`src/rtl/core/asmtok_pkg.sv`:
```
`timescale 1ns / 1ps
// Shared types, codes and character classes of the assembler source tokenizer.
// Depends on nothing; the front, back and top-level files import it.
package asmtok_pkg;

   localparam int LINE_BITS_DEF   = 20;
   localparam int COLUMN_BITS_DEF = 16;
   localparam int QUEUE_DEPTH     = 4;

   typedef enum logic [3:0] {
      KIND_NONE      = 4'd0,
      KIND_EOL       = 4'd1,
      KIND_COMMA     = 4'd2,
      KIND_ADD       = 4'd3,
      KIND_SUB       = 4'd4,
      KIND_INDIRECT  = 4'd5,
      KIND_COLON     = 4'd6,
      KIND_HEX       = 4'd7,
      KIND_DEC       = 4'd8,
      KIND_FLOAT     = 4'd9,
      KIND_IDENT     = 4'd10,
      KIND_DIRECTIVE = 4'd11,
      KIND_STRING    = 4'd12,
      KIND_CHAR      = 4'd13
   } kind_type;

   typedef enum logic [2:0] {
      ERR_NONE       = 3'd0,
      ERR_CONTINUE   = 3'd1,
      ERR_SECOND_DOT = 3'd2,
      ERR_EMPTY_DIR  = 3'd3,
      ERR_UNTERM     = 3'd4,
      ERR_EMPTY_CHAR = 3'd5,
      ERR_UNEXPECTED = 3'd6
   } err_type;

   typedef struct packed {
      kind_type   kind;
      logic [7:0] text_byte;
      logic       byte_valid;
      logic       token_start;
      logic       token_end;
      err_type    error;
   } tok_item_type;

   typedef struct packed {
      logic push;
      logic pair;
   } tok_push_type;

   localparam logic [7:0] CH_TAB    = 8'h09;
   localparam logic [7:0] CH_LF     = 8'h0A;
   localparam logic [7:0] CH_CR     = 8'h0D;
   localparam logic [7:0] CH_SPACE  = 8'h20;
   localparam logic [7:0] CH_DQUOTE = 8'h22;
   localparam logic [7:0] CH_DOLLAR = 8'h24;
   localparam logic [7:0] CH_SQUOTE = 8'h27;
   localparam logic [7:0] CH_STAR   = 8'h2A;
   localparam logic [7:0] CH_PLUS   = 8'h2B;
   localparam logic [7:0] CH_COMMA  = 8'h2C;
   localparam logic [7:0] CH_MINUS  = 8'h2D;
   localparam logic [7:0] CH_DOT    = 8'h2E;
   localparam logic [7:0] CH_COLON  = 8'h3A;
   localparam logic [7:0] CH_SEMI   = 8'h3B;
   localparam logic [7:0] CH_BSL    = 8'h5C;
   localparam logic [7:0] CH_UNDER  = 8'h5F;

   function automatic logic is_digit(logic [7:0] c);
      return (c >= 8'h30) && (c <= 8'h39);
   endfunction

   function automatic logic is_alpha(logic [7:0] c);
      return ((c >= 8'h61) && (c <= 8'h7A)) || ((c >= 8'h41) && (c <= 8'h5A));
   endfunction

   function automatic logic is_word(logic [7:0] c);
      return is_digit(c) || is_alpha(c) || (c == CH_UNDER);
   endfunction

   function automatic logic is_hex(logic [7:0] c);
      return is_digit(c) || ((c >= 8'h61) && (c <= 8'h66)) || ((c >= 8'h41) && (c <= 8'h46));
   endfunction

   function automatic logic is_blank(logic [7:0] c);
      return (c == CH_SPACE) || ((c >= CH_TAB) && (c <= CH_CR));
   endfunction

   function automatic tok_item_type mk_item(kind_type k, logic [7:0] tb, logic bv,
                                            logic st, logic en, err_type e);
      tok_item_type r;
      r.kind        = k;
      r.text_byte   = tb;
      r.byte_valid  = bv;
      r.token_start = st;
      r.token_end   = en;
      r.error       = e;
      return r;
   endfunction

endpackage

```
`src/rtl/core/asmtok_chan_if.sv`:
```
`timescale 1ns / 1ps
// Valid/ready channels of the tokenizer: source bytes in, token words out.
// Depends on nothing but the widths handed in as parameters.
interface asmtok_req_if;
   logic       valid;
   logic       ready;
   logic [7:0] byte_req;
   logic       end_of_text;

   modport source (output valid, output byte_req, output end_of_text, input ready);
   modport sink   (input valid, input byte_req, input end_of_text, output ready);
endinterface

interface asmtok_rsp_if #(
   parameter int LINE_BITS   = 20,
   parameter int COLUMN_BITS = 16
);
   logic                   valid;
   logic                   ready;
   logic [3:0]             kind;
   logic [7:0]             text_byte;
   logic                   byte_valid;
   logic                   token_start;
   logic                   token_end;
   logic [LINE_BITS-1:0]   line;
   logic [COLUMN_BITS-1:0] column;
   logic [2:0]             error;
   logic                   last_of_run;

   modport source (output valid, output kind, output text_byte, output byte_valid,
                   output token_start, output token_end, output line, output column,
                   output error, output last_of_run, input ready);
   modport sink   (input valid, input kind, input text_byte, input byte_valid,
                   input token_start, input token_end, input line, input column,
                   input error, input last_of_run, output ready);
endinterface

```
`src/rtl/core/asmtok_front.sv`:
```
`timescale 1ns / 1ps
// Lexer front: takes one source byte per cycle while the queue has room, tracks
// position and mode, and pushes the words, up to two, that each byte causes. Depends on asmtok_pkg.
module asmtok_front #(
   parameter int LINE_BITS   = asmtok_pkg::LINE_BITS_DEF,
   parameter int COLUMN_BITS = asmtok_pkg::COLUMN_BITS_DEF
) (
   input  logic                     clock,
   input  logic                     reset,
   asmtok_req_if.sink               req_ch,
   input  logic                     q_ready,
   output asmtok_pkg::tok_push_type push,
   output asmtok_pkg::tok_item_type item [2],
   output logic [LINE_BITS-1:0]     item_line [2],
   output logic [COLUMN_BITS-1:0]   item_col [2]
);
   import asmtok_pkg::*;

   typedef enum logic [9:0] {
      M_IDLE      = 10'b0000000001,
      M_EOLRUN    = 10'b0000000010,
      M_BACKSLASH = 10'b0000000100,
      M_COMMENT   = 10'b0000001000,
      M_HEX       = 10'b0000010000,
      M_NUMBER    = 10'b0000100000,
      M_IDENT     = 10'b0001000000,
      M_DIRECTIVE = 10'b0010000000,
      M_STRING    = 10'b0100000000,
      M_CHAR      = 10'b1000000000
   } mode_type;

   mode_type               mode_ff, mode_in;
   logic [LINE_BITS-1:0]   line_ff, line_in, tokl_ff, tokl_in, ln_u;
   logic [COLUMN_BITS-1:0] col_ff, col_in, tokc_ff, tokc_in, cl_u;
   logic                   esc_ff, esc_in, dot_ff, dot_in, dote_ff, dote_in;
   logic [1:0]             tlen_ff, tlen_in;

   logic         acc, end_mark, is_nl, is_eol, do_disp;
   logic [7:0]   b;
   logic         a_v, b_v, a_tok, b_tok;
   tok_item_type a_item, b_item;

   assign acc      = req_ch.valid && req_ch.ready;
   assign b        = req_ch.byte_req;
   assign end_mark = req_ch.end_of_text || (b == 8'h00);
   assign is_nl    = (b == CH_LF);
   assign is_eol   = (b == CH_LF) || (b == CH_CR);
   assign req_ch.ready = q_ready;

   always_comb begin
      if (end_mark) begin
         ln_u = line_ff;
         cl_u = col_ff;
      end else if (is_nl) begin
         ln_u = (line_ff == '1) ? line_ff : line_ff + LINE_BITS'(1);
         cl_u = '0;
      end else begin
         ln_u = line_ff;
         cl_u = (col_ff == '1) ? col_ff : col_ff + COLUMN_BITS'(1);
      end
   end

   always_comb begin
      mode_in = mode_ff;
      line_in = ln_u;
      col_in  = cl_u;
      esc_in  = esc_ff;
      dot_in  = dot_ff;
      dote_in = dote_ff;
      tlen_in = tlen_ff;
      tokl_in = tokl_ff;
      tokc_in = tokc_ff;
      a_v     = 1'b0;
      a_tok   = 1'b1;
      a_item  = mk_item(KIND_NONE, 8'h00, 1'b0, 1'b0, 1'b0, ERR_NONE);
      b_v     = 1'b0;
      b_tok   = 1'b0;
      b_item  = mk_item(KIND_NONE, 8'h00, 1'b0, 1'b0, 1'b0, ERR_NONE);
      do_disp = 1'b0;

      if (end_mark) begin
         case (mode_ff)
            M_STRING: begin
               a_v    = 1'b1;
               a_item = mk_item(KIND_STRING, 8'h00, 1'b0, 1'b0, 1'b1, ERR_UNTERM);
            end
            M_CHAR: begin
               a_v    = 1'b1;
               a_item = mk_item(KIND_CHAR, 8'h00, 1'b0, 1'b0, 1'b1, ERR_UNTERM);
            end
            M_BACKSLASH: begin
               a_v    = 1'b1;
               a_tok  = 1'b0;
               a_item = mk_item(KIND_NONE, 8'h00, 1'b0, 1'b0, 1'b0, ERR_CONTINUE);
            end
            M_HEX: begin
               a_v    = 1'b1;
               a_item = mk_item(KIND_HEX, 8'h00, 1'b0, 1'b0, 1'b1, ERR_NONE);
            end
            M_NUMBER: begin
               a_v    = 1'b1;
               a_item = mk_item(dot_ff ? KIND_FLOAT : KIND_DEC, 8'h00, 1'b0, 1'b0, 1'b1,
                                dote_ff ? ERR_SECOND_DOT : ERR_NONE);
            end
            M_IDENT: begin
               a_v    = 1'b1;
               a_item = mk_item(KIND_IDENT, 8'h00, 1'b0, 1'b0, 1'b1, ERR_NONE);
            end
            M_DIRECTIVE: begin
               a_v    = 1'b1;
               a_item = mk_item(KIND_DIRECTIVE, 8'h00, 1'b0, 1'b0, 1'b1,
                                (tlen_ff == 2'd0) ? ERR_EMPTY_DIR : ERR_NONE);
            end
            default: begin
            end
         endcase
         b_v     = 1'b1;
         b_item  = mk_item(KIND_EOL, 8'h00, 1'b0, 1'b1, 1'b1, ERR_NONE);
         mode_in = M_IDLE;
         line_in = LINE_BITS'(1);
         col_in  = COLUMN_BITS'(1);
         esc_in  = 1'b0;
         dot_in  = 1'b0;
         dote_in = 1'b0;
         tlen_in = 2'd0;
         tokl_in = LINE_BITS'(1);
         tokc_in = COLUMN_BITS'(1);
      end else begin
         case (mode_ff)
            M_EOLRUN: do_disp = !is_eol;
            M_BACKSLASH: begin
               if (is_eol) begin
                  mode_in = M_IDLE;
               end else begin
                  a_v     = 1'b1;
                  a_tok   = 1'b0;
                  a_item  = mk_item(KIND_NONE, 8'h00, 1'b0, 1'b0, 1'b0, ERR_CONTINUE);
                  do_disp = 1'b1;
               end
            end
            M_COMMENT: do_disp = is_nl;
            M_HEX: begin
               if (is_hex(b)) begin
                  b_v    = 1'b1;
                  b_tok  = 1'b1;
                  b_item = mk_item(KIND_HEX, b, 1'b1, 1'b0, 1'b0, ERR_NONE);
               end else begin
                  a_v     = 1'b1;
                  a_item  = mk_item(KIND_HEX, 8'h00, 1'b0, 1'b0, 1'b1, ERR_NONE);
                  do_disp = 1'b1;
               end
            end
            M_NUMBER: begin
               if (is_digit(b)) begin
                  b_v    = 1'b1;
                  b_tok  = 1'b1;
                  b_item = mk_item(dot_ff ? KIND_FLOAT : KIND_DEC, b, 1'b1, 1'b0, 1'b0,
                                   ERR_NONE);
               end else if (b == CH_DOT) begin
                  b_v   = 1'b1;
                  b_tok = 1'b1;
                  if (dot_ff) begin
                     dote_in = 1'b1;
                     b_item  = mk_item(KIND_FLOAT, b, 1'b1, 1'b0, 1'b0, ERR_SECOND_DOT);
                  end else begin
                     dot_in = 1'b1;
                     b_item = mk_item(KIND_FLOAT, b, 1'b1, 1'b0, 1'b0, ERR_NONE);
                  end
               end else begin
                  a_v     = 1'b1;
                  a_item  = mk_item(dot_ff ? KIND_FLOAT : KIND_DEC, 8'h00, 1'b0, 1'b0, 1'b1,
                                    dote_ff ? ERR_SECOND_DOT : ERR_NONE);
                  do_disp = 1'b1;
               end
            end
            M_IDENT: begin
               if (is_word(b)) begin
                  b_v    = 1'b1;
                  b_tok  = 1'b1;
                  b_item = mk_item(KIND_IDENT, b, 1'b1, 1'b0, 1'b0, ERR_NONE);
               end else begin
                  a_v     = 1'b1;
                  a_item  = mk_item(KIND_IDENT, 8'h00, 1'b0, 1'b0, 1'b1, ERR_NONE);
                  do_disp = 1'b1;
               end
            end
            M_DIRECTIVE: begin
               if (is_word(b)) begin
                  tlen_in = (tlen_ff == 2'd3) ? tlen_ff : tlen_ff + 2'd1;
                  b_v     = 1'b1;
                  b_tok   = 1'b1;
                  b_item  = mk_item(KIND_DIRECTIVE, b, 1'b1, 1'b0, 1'b0, ERR_NONE);
               end else begin
                  a_v     = 1'b1;
                  a_item  = mk_item(KIND_DIRECTIVE, 8'h00, 1'b0, 1'b0, 1'b1,
                                    (tlen_ff == 2'd0) ? ERR_EMPTY_DIR : ERR_NONE);
                  do_disp = 1'b1;
               end
            end
            M_STRING, M_CHAR: begin
               b_v   = 1'b1;
               b_tok = 1'b1;
               if ((b == ((mode_ff == M_STRING) ? CH_DQUOTE : CH_SQUOTE)) && !esc_ff) begin
                  mode_in = M_IDLE;
                  if (mode_ff == M_CHAR) begin
                     b_item = mk_item(KIND_CHAR, 8'h00, 1'b0, 1'b0, 1'b1,
                                      (tlen_ff == 2'd0) ? ERR_EMPTY_CHAR : ERR_NONE);
                  end else begin
                     b_item = mk_item(KIND_STRING, 8'h00, 1'b0, 1'b0, 1'b1, ERR_NONE);
                  end
               end else begin
                  b_item  = mk_item((mode_ff == M_STRING) ? KIND_STRING : KIND_CHAR, b, 1'b1,
                                    1'b0, 1'b0, ERR_NONE);
                  tlen_in = (tlen_ff == 2'd3) ? tlen_ff : tlen_ff + 2'd1;
                  esc_in  = esc_ff ? 1'b0 : (b == CH_BSL);
               end
            end
            default: do_disp = 1'b1;
         endcase

         if (do_disp) begin
            mode_in = M_IDLE;
            b_tok   = 1'b0;
            if (is_eol) begin
               b_v     = 1'b1;
               b_item  = mk_item(KIND_EOL, 8'h00, 1'b0, 1'b1, 1'b1, ERR_NONE);
               mode_in = M_EOLRUN;
            end else if (b == CH_BSL) begin
               mode_in = M_BACKSLASH;
            end else if (b == CH_SEMI) begin
               mode_in = M_COMMENT;
            end else if (is_blank(b)) begin
               mode_in = M_IDLE;
            end else if (b == CH_COMMA) begin
               b_v    = 1'b1;
               b_item = mk_item(KIND_COMMA, 8'h00, 1'b0, 1'b1, 1'b1, ERR_NONE);
            end else if (b == CH_PLUS) begin
               b_v    = 1'b1;
               b_item = mk_item(KIND_ADD, 8'h00, 1'b0, 1'b1, 1'b1, ERR_NONE);
            end else if (b == CH_MINUS) begin
               b_v    = 1'b1;
               b_item = mk_item(KIND_SUB, 8'h00, 1'b0, 1'b1, 1'b1, ERR_NONE);
            end else if (b == CH_STAR) begin
               b_v    = 1'b1;
               b_item = mk_item(KIND_INDIRECT, 8'h00, 1'b0, 1'b1, 1'b1, ERR_NONE);
            end else if (b == CH_COLON) begin
               b_v    = 1'b1;
               b_item = mk_item(KIND_COLON, 8'h00, 1'b0, 1'b1, 1'b1, ERR_NONE);
            end else if ((b == CH_DOLLAR) || is_word(b) || (b == CH_DOT) ||
                         (b == CH_DQUOTE) || (b == CH_SQUOTE)) begin
               // open a token: position is taken after this byte
               b_v     = 1'b1;
               tokl_in = ln_u;
               tokc_in = cl_u;
               esc_in  = 1'b0;
               dot_in  = 1'b0;
               dote_in = 1'b0;
               tlen_in = 2'd0;
               if (b == CH_DOLLAR) begin
                  mode_in = M_HEX;
                  b_item  = mk_item(KIND_HEX, b, 1'b1, 1'b1, 1'b0, ERR_NONE);
               end else if (is_digit(b)) begin
                  mode_in = M_NUMBER;
                  b_item  = mk_item(KIND_DEC, b, 1'b1, 1'b1, 1'b0, ERR_NONE);
               end else if (is_word(b)) begin
                  mode_in = M_IDENT;
                  b_item  = mk_item(KIND_IDENT, b, 1'b1, 1'b1, 1'b0, ERR_NONE);
               end else if (b == CH_DOT) begin
                  mode_in = M_DIRECTIVE;
                  b_item  = mk_item(KIND_DIRECTIVE, b, 1'b1, 1'b1, 1'b0, ERR_NONE);
               end else if (b == CH_DQUOTE) begin
                  mode_in = M_STRING;
                  b_item  = mk_item(KIND_STRING, 8'h00, 1'b0, 1'b1, 1'b0, ERR_NONE);
               end else begin
                  mode_in = M_CHAR;
                  b_item  = mk_item(KIND_CHAR, 8'h00, 1'b0, 1'b1, 1'b0, ERR_NONE);
               end
            end else begin
               b_v    = 1'b1;
               b_item = mk_item(KIND_NONE, b, 1'b0, 1'b0, 1'b0, ERR_UNEXPECTED);
            end
         end
      end
   end

   // pack: the prefix word goes first when present
   always_comb begin
      push.push    = acc && (a_v || b_v);
      push.pair    = a_v && b_v;
      item[0]      = a_v ? a_item : b_item;
      item_line[0] = a_v ? (a_tok ? tokl_ff : ln_u) : (b_tok ? tokl_ff : ln_u);
      item_col[0]  = a_v ? (a_tok ? tokc_ff : cl_u) : (b_tok ? tokc_ff : cl_u);
      item[1]      = b_item;
      item_line[1] = b_tok ? tokl_ff : ln_u;
      item_col[1]  = b_tok ? tokc_ff : cl_u;
   end

   always_ff @(posedge clock) begin
      if (reset) begin
         mode_ff <= M_IDLE;
         line_ff <= LINE_BITS'(1);
         col_ff  <= COLUMN_BITS'(1);
         esc_ff  <= 1'b0;
         dot_ff  <= 1'b0;
         dote_ff <= 1'b0;
         tlen_ff <= 2'd0;
         tokl_ff <= LINE_BITS'(1);
         tokc_ff <= COLUMN_BITS'(1);
      end else if (acc) begin
         mode_ff <= mode_in;
         line_ff <= line_in;
         col_ff  <= col_in;
         esc_ff  <= esc_in;
         dot_ff  <= dot_in;
         dote_ff <= dote_in;
         tlen_ff <= tlen_in;
         tokl_ff <= tokl_in;
         tokc_ff <= tokc_in;
      end
   end

   a_end_restarts: assert property (@(posedge clock) disable iff (reset)
      (acc && end_mark) |=> (mode_ff == M_IDLE && line_ff == LINE_BITS'(1) &&
                              col_ff == COLUMN_BITS'(1)))
      else $error("end of text did not restart the position");

   a_text_only_in_token: assert property (@(posedge clock) disable iff (reset)
      (acc && !end_mark && b_v && b_tok) |-> (mode_ff != M_IDLE && mode_ff != M_EOLRUN))
      else $error("token text word outside an open token");

   a_prefix_not_start: assert property (@(posedge clock) disable iff (reset)
      (push.push && push.pair) |-> !item[0].token_start)
      else $error("prefix word of a pair opens a token");

endmodule

```
`src/rtl/core/asmtok_back.sv`:
```
`timescale 1ns / 1ps
// Result back end: short queue of word pairs from the lexer front and the
// output register that drives one word per cycle while the sink is ready. Depends on asmtok_pkg.
module asmtok_back #(
   parameter int LINE_BITS   = asmtok_pkg::LINE_BITS_DEF,
   parameter int COLUMN_BITS = asmtok_pkg::COLUMN_BITS_DEF
) (
   input  logic                     clock,
   input  logic                     reset,
   input  asmtok_pkg::tok_push_type push,
   input  asmtok_pkg::tok_item_type item [2],
   input  logic [LINE_BITS-1:0]     item_line [2],
   input  logic [COLUMN_BITS-1:0]   item_col [2],
   output logic                     q_ready,
   asmtok_rsp_if.source             rsp_ch
);
   import asmtok_pkg::*;

   localparam int PTR_BITS = (QUEUE_DEPTH > 1) ? $clog2(QUEUE_DEPTH) : 1;
   localparam int CNT_BITS = $clog2(QUEUE_DEPTH + 1);

   typedef struct packed {
      tok_item_type           item0;
      tok_item_type           item1;
      logic [LINE_BITS-1:0]   line0;
      logic [LINE_BITS-1:0]   line1;
      logic [COLUMN_BITS-1:0] col0;
      logic [COLUMN_BITS-1:0] col1;
      logic                   pair;
   } entry_type;

   entry_type              entry_ff [QUEUE_DEPTH];
   entry_type              head;
   logic [PTR_BITS-1:0]    wr_ptr_ff, wr_ptr_in, rd_ptr_ff, rd_ptr_in;
   logic [CNT_BITS-1:0]    count_ff, count_in;
   logic                   sel_ff, sel_in;
   logic                   valid_ff, valid_in;
   tok_item_type           out_item_ff;
   logic [LINE_BITS-1:0]   out_line_ff;
   logic [COLUMN_BITS-1:0] out_col_ff;
   logic                   out_last_ff;
   logic                   load, last, pop;

   assign head    = entry_ff[rd_ptr_ff];
   assign q_ready = (count_ff != CNT_BITS'(QUEUE_DEPTH));
   assign load    = (count_ff != '0) && (!valid_ff || rsp_ch.ready);
   assign last    = !(head.pair && !sel_ff);
   assign pop     = load && last;

   always_comb begin
      wr_ptr_in = wr_ptr_ff;
      rd_ptr_in = rd_ptr_ff;
      count_in  = count_ff;
      sel_in    = sel_ff;
      valid_in  = valid_ff;
      if (push.push) begin
         wr_ptr_in = (wr_ptr_ff == PTR_BITS'(QUEUE_DEPTH - 1)) ? '0 : wr_ptr_ff + PTR_BITS'(1);
      end
      if (pop) begin
         rd_ptr_in = (rd_ptr_ff == PTR_BITS'(QUEUE_DEPTH - 1)) ? '0 : rd_ptr_ff + PTR_BITS'(1);
      end
      if (push.push && !pop) begin
         count_in = count_ff + CNT_BITS'(1);
      end else if (pop && !push.push) begin
         count_in = count_ff - CNT_BITS'(1);
      end
      if (load) begin
         sel_in   = !last;
         valid_in = 1'b1;
      end else if (rsp_ch.ready) begin
         valid_in = 1'b0;
      end
   end

   always_ff @(posedge clock) begin
      if (reset) begin
         wr_ptr_ff <= '0;
         rd_ptr_ff <= '0;
         count_ff  <= '0;
         sel_ff    <= 1'b0;
         valid_ff  <= 1'b0;
      end else begin
         wr_ptr_ff <= wr_ptr_in;
         rd_ptr_ff <= rd_ptr_in;
         count_ff  <= count_in;
         sel_ff    <= sel_in;
         valid_ff  <= valid_in;
      end
   end

   always_ff @(posedge clock) begin
      if (push.push) begin
         entry_ff[wr_ptr_ff] <= '{item0: item[0], item1: item[1],
                                 line0: item_line[0], line1: item_line[1],
                                 col0: item_col[0], col1: item_col[1],
                                 pair: push.pair};
      end
      if (load) begin
         out_item_ff <= sel_ff ? head.item1 : head.item0;
         out_line_ff <= sel_ff ? head.line1 : head.line0;
         out_col_ff  <= sel_ff ? head.col1 : head.col0;
         out_last_ff <= last;
      end
   end

   assign rsp_ch.valid       = valid_ff;
   assign rsp_ch.kind        = out_item_ff.kind;
   assign rsp_ch.text_byte   = out_item_ff.text_byte;
   assign rsp_ch.byte_valid  = out_item_ff.byte_valid;
   assign rsp_ch.token_start = out_item_ff.token_start;
   assign rsp_ch.token_end   = out_item_ff.token_end;
   assign rsp_ch.line        = out_line_ff;
   assign rsp_ch.column      = out_col_ff;
   assign rsp_ch.error       = out_item_ff.error;
   assign rsp_ch.last_of_run = out_last_ff;

   a_count_bound: assert property (@(posedge clock) disable iff (reset)
      count_ff <= CNT_BITS'(QUEUE_DEPTH))
      else $error("queue count beyond depth");

   a_second_half: assert property (@(posedge clock) disable iff (reset)
      sel_ff |-> (count_ff != '0 && head.pair))
      else $error("second word selected without a pair at the head");

   a_no_overflow: assert property (@(posedge clock) disable iff (reset)
      push.push |-> q_ready)
      else $error("push into a full queue");

endmodule

```
`src/rtl/core/assembler_source_tokenizer.sv`:
```
`timescale 1ns / 1ps
// Assembler source tokenizer, top level: lexer front, word queue, output register.
// A byte's words are written into the pair queue and then loaded into the output register.
// Throughput: one byte per cycle while words leave at one per cycle; the words of
// two-word bytes build up in the four-entry pair queue, and a full queue holds the input.
// Reset: synchronous, active high; position returns to line 1, column 1, queue empties.
module assembler_source_tokenizer #(
   parameter int LINE_BITS   = asmtok_pkg::LINE_BITS_DEF,
   parameter int COLUMN_BITS = asmtok_pkg::COLUMN_BITS_DEF
) (
   input logic          clock,
   input logic          reset,
   asmtok_req_if.sink   req_ch,
   asmtok_rsp_if.source rsp_ch
);
   import asmtok_pkg::*;

   tok_push_type           push;
   tok_item_type           item [2];
   logic [LINE_BITS-1:0]   item_line [2];
   logic [COLUMN_BITS-1:0] item_col [2];
   logic                   q_ready;

   asmtok_front #(
      .LINE_BITS   (LINE_BITS),
      .COLUMN_BITS (COLUMN_BITS)
   ) u_front (
      .clock     (clock),
      .reset     (reset),
      .req_ch    (req_ch),
      .q_ready   (q_ready),
      .push      (push),
      .item      (item),
      .item_line (item_line),
      .item_col  (item_col)
   );

   asmtok_back #(
      .LINE_BITS   (LINE_BITS),
      .COLUMN_BITS (COLUMN_BITS)
   ) u_back (
      .clock     (clock),
      .reset     (reset),
      .push      (push),
      .item      (item),
      .item_line (item_line),
      .item_col  (item_col),
      .q_ready   (q_ready),
      .rsp_ch    (rsp_ch)
   );

endmodule
```
`src/flat_wrapper.sv`:
```
// flat-port wrapper written by rule: the top's interface ports become plain ports
module assembler_source_tokenizer_flat import asmtok_pkg::*;
#(
   parameter int LINE_BITS   = asmtok_pkg::LINE_BITS_DEF,
   parameter int COLUMN_BITS = asmtok_pkg::COLUMN_BITS_DEF
)
  (clock, reset, req_ch_valid, req_ch_byte_req, req_ch_end_of_text, req_ch_ready, rsp_ch_valid, rsp_ch_kind, rsp_ch_text_byte, rsp_ch_byte_valid, rsp_ch_token_start, rsp_ch_token_end, rsp_ch_line, rsp_ch_column, rsp_ch_error, rsp_ch_last_of_run, rsp_ch_ready);
  asmtok_req_if req_ch_i ();
  asmtok_rsp_if #(.LINE_BITS(LINE_BITS), .COLUMN_BITS(COLUMN_BITS)) rsp_ch_i ();
  input logic clock;
  input logic reset;
  input wire logic [$bits(req_ch_i.valid)-1:0] req_ch_valid;
  input wire logic [$bits(req_ch_i.byte_req)-1:0] req_ch_byte_req;
  input wire logic [$bits(req_ch_i.end_of_text)-1:0] req_ch_end_of_text;
  output wire logic [$bits(req_ch_i.ready)-1:0] req_ch_ready;
  output wire logic [$bits(rsp_ch_i.valid)-1:0] rsp_ch_valid;
  output wire logic [$bits(rsp_ch_i.kind)-1:0] rsp_ch_kind;
  output wire logic [$bits(rsp_ch_i.text_byte)-1:0] rsp_ch_text_byte;
  output wire logic [$bits(rsp_ch_i.byte_valid)-1:0] rsp_ch_byte_valid;
  output wire logic [$bits(rsp_ch_i.token_start)-1:0] rsp_ch_token_start;
  output wire logic [$bits(rsp_ch_i.token_end)-1:0] rsp_ch_token_end;
  output wire logic [$bits(rsp_ch_i.line)-1:0] rsp_ch_line;
  output wire logic [$bits(rsp_ch_i.column)-1:0] rsp_ch_column;
  output wire logic [$bits(rsp_ch_i.error)-1:0] rsp_ch_error;
  output wire logic [$bits(rsp_ch_i.last_of_run)-1:0] rsp_ch_last_of_run;
  input wire logic [$bits(rsp_ch_i.ready)-1:0] rsp_ch_ready;
  assign req_ch_i.valid = req_ch_valid;
  assign req_ch_i.byte_req = req_ch_byte_req;
  assign req_ch_i.end_of_text = req_ch_end_of_text;
  assign req_ch_ready = req_ch_i.ready;
  assign rsp_ch_valid = rsp_ch_i.valid;
  assign rsp_ch_kind = rsp_ch_i.kind;
  assign rsp_ch_text_byte = rsp_ch_i.text_byte;
  assign rsp_ch_byte_valid = rsp_ch_i.byte_valid;
  assign rsp_ch_token_start = rsp_ch_i.token_start;
  assign rsp_ch_token_end = rsp_ch_i.token_end;
  assign rsp_ch_line = rsp_ch_i.line;
  assign rsp_ch_column = rsp_ch_i.column;
  assign rsp_ch_error = rsp_ch_i.error;
  assign rsp_ch_last_of_run = rsp_ch_i.last_of_run;
  assign rsp_ch_i.ready = rsp_ch_ready;
  assembler_source_tokenizer #(.LINE_BITS(LINE_BITS), .COLUMN_BITS(COLUMN_BITS)) u_core (.clock(clock), .reset(reset), .req_ch(req_ch_i), .rsp_ch(rsp_ch_i));
endmodule
```
`config.mk`:
```
export PLATFORM = sky130hd
export DESIGN_NAME = assembler_source_tokenizer_flat
export DESIGN_NICKNAME = d
export VERILOG_FILES = /design/src/rtl/core/asmtok_pkg.sv /design/src/rtl/core/asmtok_chan_if.sv /design/src/rtl/core/asmtok_front.sv /design/src/rtl/core/asmtok_back.sv /design/src/rtl/core/assembler_source_tokenizer.sv /design/src/flat_wrapper.sv
export SDC_FILE = /design/constraint.sdc
export NUM_CORES = 1
export LEC_CHECK = 0
export ABC_AREA = 1
export BUFFER_PORTS_ARGS = -buffer_cell sky130_fd_sc_hd__buf_4
export CAP_MARGIN = 20
export CORE_MARGIN = 5
export CORE_UTILIZATION = 60
export DETAILED_ROUTE_END_ITERATION = 10
export GPL_ROUTABILITY_DRIVEN = 1
export PLACE_DENSITY_LB_ADDON = 0.1
export SYNTH_ARGS = -nofsm -noshare
export SYNTH_HDL_FRONTEND = slang
export SYNTH_SLANG_ARGS = --single-unit
```
`constraint.sdc`:
```
create_clock -name clock -period 24 [get_ports clock]
set_input_delay 3.6 -clock clock [delete_from_list [all_inputs] [get_ports clock]]
set_output_delay 3.6 -clock clock [all_outputs]
set_load 0.01 [all_outputs]
```
# == Word level (Yosys, flattened, before mapping) ==
# Memories as Yosys holds them, arrays and structs flattened. A register that Yosys moved wholly into a read port is not among the register bits.
# Index checks and enable logic that the tools add are counted.
# totals
reg_bits,151
ramBits,436
inputBits,13
output_inout_bits,57
word_cells,334
n_memories,1
# op_classes
add_sub_neg,7
magnitude_cmp,10
n_eq_ne,42
muxes,202
reduce_logical,49
# mem_list
memory,words,width,rd,rd_ports_with_merged_regs,write_ports,line_no,rtl
u_core.u_back.entry_ff,4,109,1,1,1,asmtok_back.sv:32,entry_type entry_ff [QUEUE_DEPTH];
# op_table
cell,count
18-bit 2-to-1 mux,24
20-bit 2-to-1 mux,20
16-bit 2-to-1 mux,20
10-bit 2-to-1 mux,19
18-bit case mux with 5 select lines,2
18-bit case mux with 7 select lines,1
"8-bit by 6-bit == test with 1-bit output, second input constant",11
17-bit 2-to-1 mux,5
1-bit 2-to-1 mux,77
15-bit 2-to-1 mux,3
2-bit 2-to-1 mux,22
"8-bit by 7-bit <= comparator with 1-bit output, second input constant",4
"20-bit by 1-bit adder with 20-bit output, second input constant",1
"20-bit == test, second input constant",1
10-bit case mux with 2 select lines,1
"2-bit inequality test, second input constant",9
"16-bit by 1-bit adder with 16-bit output, second input constant",1
"16-bit == test, second input constant",1
"8-bit by 4-bit == test with 1-bit output, second input constant",2
"8-bit by 7-bit == test with 1-bit output, second input constant",2
"8-bit by 7-bit >= comparator with 1-bit output, second input constant",2
1-bit logical AND,15
1-bit logical OR,14
3-bit 2-to-1 mux,4
33 further kinds,49

# == Logic depth before layout (Yosys ltp) ==
# Gate-level depths: netlist (run 1).
# logic_depth
ltp_word,22
ltp_mapped,22
ltp_nobuf,21

# == By module ==
# Synthesis (run 1) repeated with hierarchy kept, for this count alone.
# hier_totals
hier_cells,2892
hier_area_um2,27706.6
# modules_own_cells
module,n_inst,cells_per_inst,area_each_um2,seq_area_each_um2
asmtok_back,1,1357,19094.6,14964.4
asmtok_front,1,1535,8612.0,1741.7

# == Worst setup path after synthesis (run 1) ==
# Ideal clock, no wire load.
# synth_path
kind,input -> register
startpoint,in req_ch_byte_req[6]
endpoint,"mem u_core.u_back.entry_ff[0][0] (netlist name), enable pin"
setup_ns,0.579
arrival_time_ns,9.627
required_ns,23.421
slack_ns,13.795
cell_stages,15
n_path_buf,1
cell_sequence,buf_4 inv_1 nor2_1 nand3_1 nand2_1 nand2_1 nand2_2 nand2_1 nor2_4 nand2_2 nand4_2 nand2_2 nand4_1 nand2_1 nor2_1
# synth_between
elab_chain_cells,17
# synth_lines
element,line_no,rtl
start: declaration,flat_wrapper.sv:13,input wire logic [$bits(req_ch_i.byte_req)-1:0] req_ch_byte_req;
8-bit by 7-bit >= comparator with 1-bit output or 8-bit by 7-bit <= comparator with 1-bit output (tied branches),"asmtok_pkg.sv:73, asmtok_pkg.sv:81",
1-bit logical AND,asmtok_pkg.sv:73,return ((c >= 8'h61) && (c <= 8'h7A)) || ((c >= 8'h41) && (c <= 8'h5A));
1-bit logical OR,asmtok_pkg.sv:73,
1-bit logical OR (2 in series),asmtok_pkg.sv:77,return is_digit(c) || is_alpha(c) || (c == CH_UNDER);
1-bit 2-to-1 mux,"asmtok_front.sv:177, asmtok_front.sv:188",
1-bit case mux with 4 select lines,asmtok_front.sv:129,case (mode_ff)
1-bit 2-to-1 mux,asmtok_front.sv:232,end else if (is_blank(b)) begin
1-bit 2-to-1 mux,asmtok_front.sv:230,end else if (b == CH_SEMI) begin
1-bit 2-to-1 mux,asmtok_front.sv:228,end else if (b == CH_BSL) begin
1-bit 2-to-1 mux,asmtok_front.sv:224,if (is_eol) begin
1-bit 2-to-1 mux,asmtok_front.sv:221,if (do_disp) begin
1-bit 2-to-1 mux,asmtok_front.sv:81,if (end_mark) begin
1-bit logical OR (*),asmtok_front.sv:288,push.push = acc && (a_v || b_v);
1-bit logical AND (*),asmtok_front.sv:288,
1-bit 2-to-1 mux (*),asmtok_back.sv:92,if (push.push) begin
1-bit 2-to-1 mux (implied by the code) (*),asmtok_back.sv:93,"entry_ff[wr_ptr_ff] <= '{item0: item[0], item1: item[1],"
end: declaration,asmtok_back.sv:32,
# Mark *: on every way between the ends. The rest lies on a longest branch, timed or not. The select of a mux whose other input is x is not followed.

# == Worst setup path after layout (run 1) ==
# layout_path
startpoint,in req_ch_byte_req[4]
endpoint,"mem u_core.u_back.entry_ff[2][42] (netlist name), enable pin"
# The elaborated chain is that of the path after synthesis.

==> metrics, run 1 <==
Place WS between 15000 and 20000 ps; flop2flop setup slack roughly 19000 ps; ant diodes 0; Hold Crit Class reg -> reg; #FFs+latches synth around 590; DR top layer met4; post-synth cell types between 50 and 60; clk_lat worst skew 610 ps; Hold Path Origin u_core.u_front.esc_ff$_SDFFE_PP0P_; final setup fails 0; Clock Tree Root clkbuf_16; num rows slightly below 80; DRT iter0 DRCs roughly 2000; Layout Skew roughly 18 ps; Max clock buf depth 3; most used cell, CP buf_4; WL final about 65000 µm; drt pass-1 iters 5; clock sink count a little under 600; period utilisation layout roughly a third; Slew headroom 32.3%; leak pwr roughly 11 nW; FMAX ~120 MHz; Worst Path Max Fanout 52; CP Class in -> reg; Final ANT Viol Nets 0; crit path capture type flip-flop; Slowest cell on crit path buf_4; CP cell instances buf_4 -> nor2_2 -> nand3_2 -> nor2_1 -> nor2_4 -> buf_4 -> buf_4 -> nand4_2 -> nand2_2 -> nand4_1 -> nand2_1 -> nor2_4 -> buf_4 -> buf_4; Slew Limit Fails 0; status finished, final reports clean; GR Util All Layers a little over a quarter; Layout Nets approximately 2700; total number of vias between 15000 and 20000; I/O pin count 70; Avg Inst Size Synth roughly 9.9 µm²; fraction of registers with async set/reset 0%; type of origin of the critical path input pin; Placer Congestion about 0.93; DR WL/cell a little under 20 µm; CTS tree done; H-tree levels 2; EDFF count, synth slightly below 500; Worst path max stage delay approximately 750 ps; met3 wire len around 4800 µm; most frequent cells after synthesis nor2_1, edfxtp_1, o21ai_0; final worst slack between 15000 and 20000 ps; Hold Buf Count CTS 0; Critical R2R Launch u_core.u_front.mode_ff[8]$_SDFFE_PP0P_; Gate Count Post-Synth 2672; CTS clk-pin slew, worst paths around 60 ps; Worst EP required 24240 ps; Final Critical Period 8020 ps; Power Dens Cells between 100 and 150 mW/mm²; core area about 0.044 mm²; unrepaired setup endpoints after global routing no; vias in the first global route about 19000; hold depth 2; met2 WL around 30000 µm; die area ~0.048 mm²; Fill cells 3381; r2r endpoint u_core.u_back.entry_ff[2][42]$_DFFE_PP_; setup TNS 0 ps; # port buffers 69; Synth area leader edfxtp_1; post-synthesis sequential area ratio a little over three fifths; DRC violations left 0; largest net degree at the start of global routing ~120; Max Cap Viol 0; largest cells by area after synthesis edfxtp_1, nor2_1, dfxtp_1, o21ai_0, nand2_1; share of layout cells above drive strength 1 10.5%; die span in x roughly 220 µm; Fin. Hold Viols 0; area fraction of the dominant cell type after synthesis 55.7%; top-count cell post-synth nor2_1; R2R depth 11; Vias/cell around 6; Initial Util 60.3%; grt ovf 0; DIE HEIGHT 220 µm; Mapped Nets about 2700; initial antenna violation count 1; first-pass GRT wire length a little over 100000 µm; Max VDD drop 0.0924 mV; setup bufs post-CTS 0; hold path endpoint u_core.u_front.esc_ff$_SDFFE_PP0P_; synthesized cell area approximately 0.026 mm²; synthesis-to-layout area growth 11.0%; CTS resizes 0; Synth Flop Type edfxtp_1; post-detail-place hpwl approximately 38000 µm; Tightest Pin Transition roughly 1000 ps; Arr. time, crit path 8260 ps; M1 wire length around 28000 µm; YS warnings 0; CTS buffer count 57
-- worst max path at each step --
stage                       start                                  endpoint  slack, ps  cells after the start
3_3_place_gp   req_ch_byte_req[4]   u_core.u_back.entry_ff[2][62]$_DFFE_PP_      15400                     14
6_report       req_ch_byte_req[4]   u_core.u_back.entry_ff[2][42]$_DFFE_PP_      15980                     14
5_1_grt        req_ch_byte_req[4]  u_core.u_back.entry_ff[2][107]$_DFFE_PP_      15720                     14
3_5_place_dp   req_ch_byte_req[4]   u_core.u_back.entry_ff[2][85]$_DFFE_PP_      15360                     14
4_1_cts        req_ch_byte_req[4]   u_core.u_back.entry_ff[2][88]$_DFFE_PP_      15990                     14
2_1_floorplan  req_ch_byte_req[6]    u_core.u_back.entry_ff[0][0]$_DFFE_PP_      13790                     15
-- metrics by stage --
stage | cells | util, % | power [mW] | area (µm²) | hold slack [ps]
floorplan | 2672 | - | 2.06 | 26500 | 444
global placement | 3212 | 62.3 | 2.36 | 27300 | 455
detailed placement | 3212 | 62.3 | 2.38 | 27300 | 460
CTS | 3317 | 66.8 | 3.33 | 29400 | 468
global route | 3318 | 66.9 | 3.50 | 29400 | 491
finish | 3318 | 66.9 | 3.31 | 29400 | 467
-- worst max-delay path, delay by kind of cell --
family / cells / cell delay (ps)
buf+inv: 5 / 2060
simple gates: 9 / 2510
-- cell usage in the layout, fill, tap and decap left out, drive strengths merged, types with 16 or more instances in the layout --
cell	count
o22ai	57
edfxtp	491
a21oi	134
o21ai	419
nand2	339
nand3	78
buf	94
xor2	19
dfxtp	98
nor2	551
nand4	17
clkbuf	76
nor3	31
a31oi	56
inv	174
clkinv	16
-- kinds of logic (layout without fill, tap and decap cells) --
logic type	after synthesis	count (layout)	share of synthesized area (%)
flops	589	589	63.1
buf+inv	322	376	4.94
simple gates	1032	1032	16.2
xor+xnor	26	26	0.917
mux	3	3	0.118
compound gates	691	691	14.3
fa+ha+maj	9	9	0.454
-- state kept, by name, indices dropped and copies added (netlist names), 4 cells and up, named ones only --
| name | flops |
|---|---|
| u_core.u_front.tokc_ff | 16 |
| u_core.u_back.entry_ff | 436 |
| u_core.u_front.tokl_ff | 20 |
| u_core.u_back.rsp_ch.kind | 4 |
| u_core.u_back.rsp_ch.column | 16 |
| u_core.u_front.mode_ff | 10 |
| u_core.u_back.rsp_ch.line | 20 |
| u_core.u_front.col_ff | 16 |
| u_core.u_front.line_ff | 20 |
| u_core.u_back.rsp_ch.text_byte | 8 |
-- area by class of cell --
| class | instances | area, µm² | area share [%] |
|---|---|---|---|
| sequential | 589 | 16700 | 56.9 |
| clock inverter | 29 | 383 | 1.30 |
| tap | 592 | 741 | 2.52 |
| timing repair buffer | 94 | 726 | 2.47 |
| multi-input combinational | 1761 | 8520 | 29.0 |
| clock buffer | 76 | 1630 | 5.56 |
| inverter | 177 | 673 | 2.29 |
-- per-layer routing --
layer / global-route usage [%] / up-vias
met5: 0 / -
met4: 8.63 / 0
met3: 4.64 / 120
met2: 43.0 / 759
met1: 37.8 / 9359
li1: - / 9313
-- report_power, final --
group	total, mW	internal (mW)	leakage (nW)	switching, mW
registers	1.43	1.35	5.42	0.0774
logic	0.932	0.285	4.26	0.647
clock network	0.949	0.574	0.964	0.376
total	3.31	2.21	10.6	1.10
No activity file was read; power rests on OpenSTA's default activity.
==> run 2, diff against run 1 <==
- clock period: 24 -> 8.1 ns (I/O delays scaled with it)
==> metrics, run 2 (synthesis gave the netlist of run 1 again) <==
status finished, final reports clean; CTS buffer count 57 (unchanged); drt pass-1 iters 6 (+1); Final ANT Viol Nets 0 (unchanged); type of origin of the critical path flip-flop; total number of vias 19400 (-0.63%); Power Dens Cells 329 mW/mm² (+190%); clk_lat worst skew 620 ps (about the same); commonest non-fill, non-tap cell in the layout nor2_1; Slew headroom 27.5% (-4.8 points); setup TNS 0 ps (unchanged); final setup fails 0 (unchanged); CTS clk-pin slew, worst paths 70 ps (about the same); Tightest Pin Transition 1090 ps (+72.2 ps); num rows 77 (unchanged); synthesis-to-layout area growth 10.4%; Setup crit start u_core.u_front.mode_ff[8]$_SDFFE_PP0P_; vias in the first global route 18700 (-0.027%); Initial Util 60.3% (unchanged); DRC violations left 0 (unchanged); CP Class reg -> reg; max FFs per register 436 (unchanged); Max Cap Viol 0 (unchanged); leak pwr 10.6 nW (-0.54%); die span in x 220 µm (unchanged); Placer Congestion 0.964 (+3.8%); Clock Tree Root clkbuf_16; Max VDD drop 0.425 mV (+360%); crit path capture type flip-flop; GR Util All Layers 26.9% (+0.093 points); worst hold margin 476 ps (+9.12 ps); die area 0.0484 mm² (unchanged); R2R depth 12 (+1); clock sink count 589 (unchanged); Max clock buf depth 3 (unchanged); CTS tree done; DIE HEIGHT 220 µm (unchanged); grt ovf 0 (unchanged); Worst Path Max Fanout 28 (-46%); flop2flop setup slack 3640 ps (-15000 ps); Biggest register u_core.u_back.entry_ff; commonest cells after routing, fill and taps aside nor2_1, edfxtp_1, o21ai_0; # port buffers 69 (unchanged); Layout Nets 2702 (unchanged); DR WL/cell 19.7 µm (about the same); initial antenna violation count 3 (+2); largest net degree at the start of global routing 180 (+45%); Vias/cell 5.85 (-0.66%); FMAX between 200 and 250 MHz; CTS resizes 0 (unchanged); Hold Buf Count CTS 0 (unchanged); Layout Skew 20.0 ps (+2.16 ps); Hold Crit Class reg -> reg; total power draw 9.61 mW (+190%); Worst EP required 8380 ps (-15860 ps); H-tree levels 2 (unchanged); ant diodes 0 (unchanged); I/O pin count 70 (unchanged); first-pass GRT wire length 102000 µm (+0.19%); setup bufs post-CTS 0 (unchanged); period utilisation layout between 50% and 60%; share of layout cells above drive strength 1 10.3% (-0.15 points); Final Critical Period around 4500 ps; Hold Path Origin u_core.u_front.esc_ff$_SDFFE_PP0P_; WL final 65300 µm (about the same); Slew Limit Fails 0 (unchanged); post-detail-place hpwl 39200 µm (+2.3%); Arr. time, crit path 4740 ps (-3520 ps); hold depth 2 (unchanged); DRT iter0 DRCs 2018 (-1.1%); Critical R2R Launch u_core.u_front.mode_ff[8]$_SDFFE_PP0P_; core area 0.0439 mm² (unchanged); unrepaired setup endpoints after global routing no; hold path endpoint u_core.u_front.esc_ff$_SDFFE_PP0P_; r2r endpoint u_core.u_back.entry_ff[2][37]$_DFFE_PP_; Fin. Hold Viols 0 (unchanged)
==> run 2: how the worst max path moves through the flow <==
stage,end,cells past startpoint
4_1_cts,u_core.u_back.entry_ff[2][42]$_DFFE_PP_,12
6_report,u_core.u_back.entry_ff[2][37]$_DFFE_PP_,12
3_3_place_gp,u_core.u_back.entry_ff[2][42]$_DFFE_PP_,13
3_5_place_dp,u_core.u_back.entry_ff[2][42]$_DFFE_PP_,13
2_1_floorplan,u_core.u_back.entry_ff[0][0]$_DFFE_PP_,15
5_1_grt,u_core.u_back.entry_ff[2][58]$_DFFE_PP_,12
==> run 2: metrics by stage <==
step	setup WS, ps	util, %	instance area (µm²)	std cells
2_1_floorplan	280	-	26500	2672
3_3_place_gp	3150	62.3	27400	3212
3_5_place_dp	3110	62.4	27400	3213
4_1_cts	3730	66.5	29200	3319
5_1_grt	3350	66.5	29200	3319
6_report	3640	66.5	29200	3319
==> run 2: worst max-delay path, cell delays in order (launching register included) <==
cell	delay (ps)
dfxtp_1	350
nor2_1	630
inv_1	250
nor2_1	200
nand3_1	150
nand2_1	150
nand4_1	170
nand4_1	190
o21bai_1	150
nand4_1	140
nand2_1	300
nor2_4	930
buf_4	490
==> run 2: area by class of cell <==
cell class | instances | area (µm²)
Sequential cell | 589 | 16700
Fill cell | 3404 | 14700
Multi-Input combinational cell | 1761 | 8520
Clock buffer | 75 | 1550
Timing Repair Buffer | 94 | 751
Tap cell | 592 | 741
Inverter | 177 | 673
Clock inverter | 31 | 265
==> run 2: routing by layer <==
| layer | global-route usage [%] | wire [µm] | vias to the layer above |
|---|---|---|---|
| met5 | 0 | 0 | - |
| met4 | 7.95 | 1520 | 0 |
| met3 | 3.96 | 4400 | 99 |
| met2 | 43.7 | 30900 | 650 |
| met1 | 38.2 | 28500 | 9385 |
| li1 | - | - | 9294 |
==> run 2: report_power, final <==
group          internal [mW]  switching [mW]  total [mW]
registers               4.01           0.229        4.24
logic                  0.848            1.93        2.77
clock network           1.48            1.12        2.60
total                   6.33            3.28        9.61
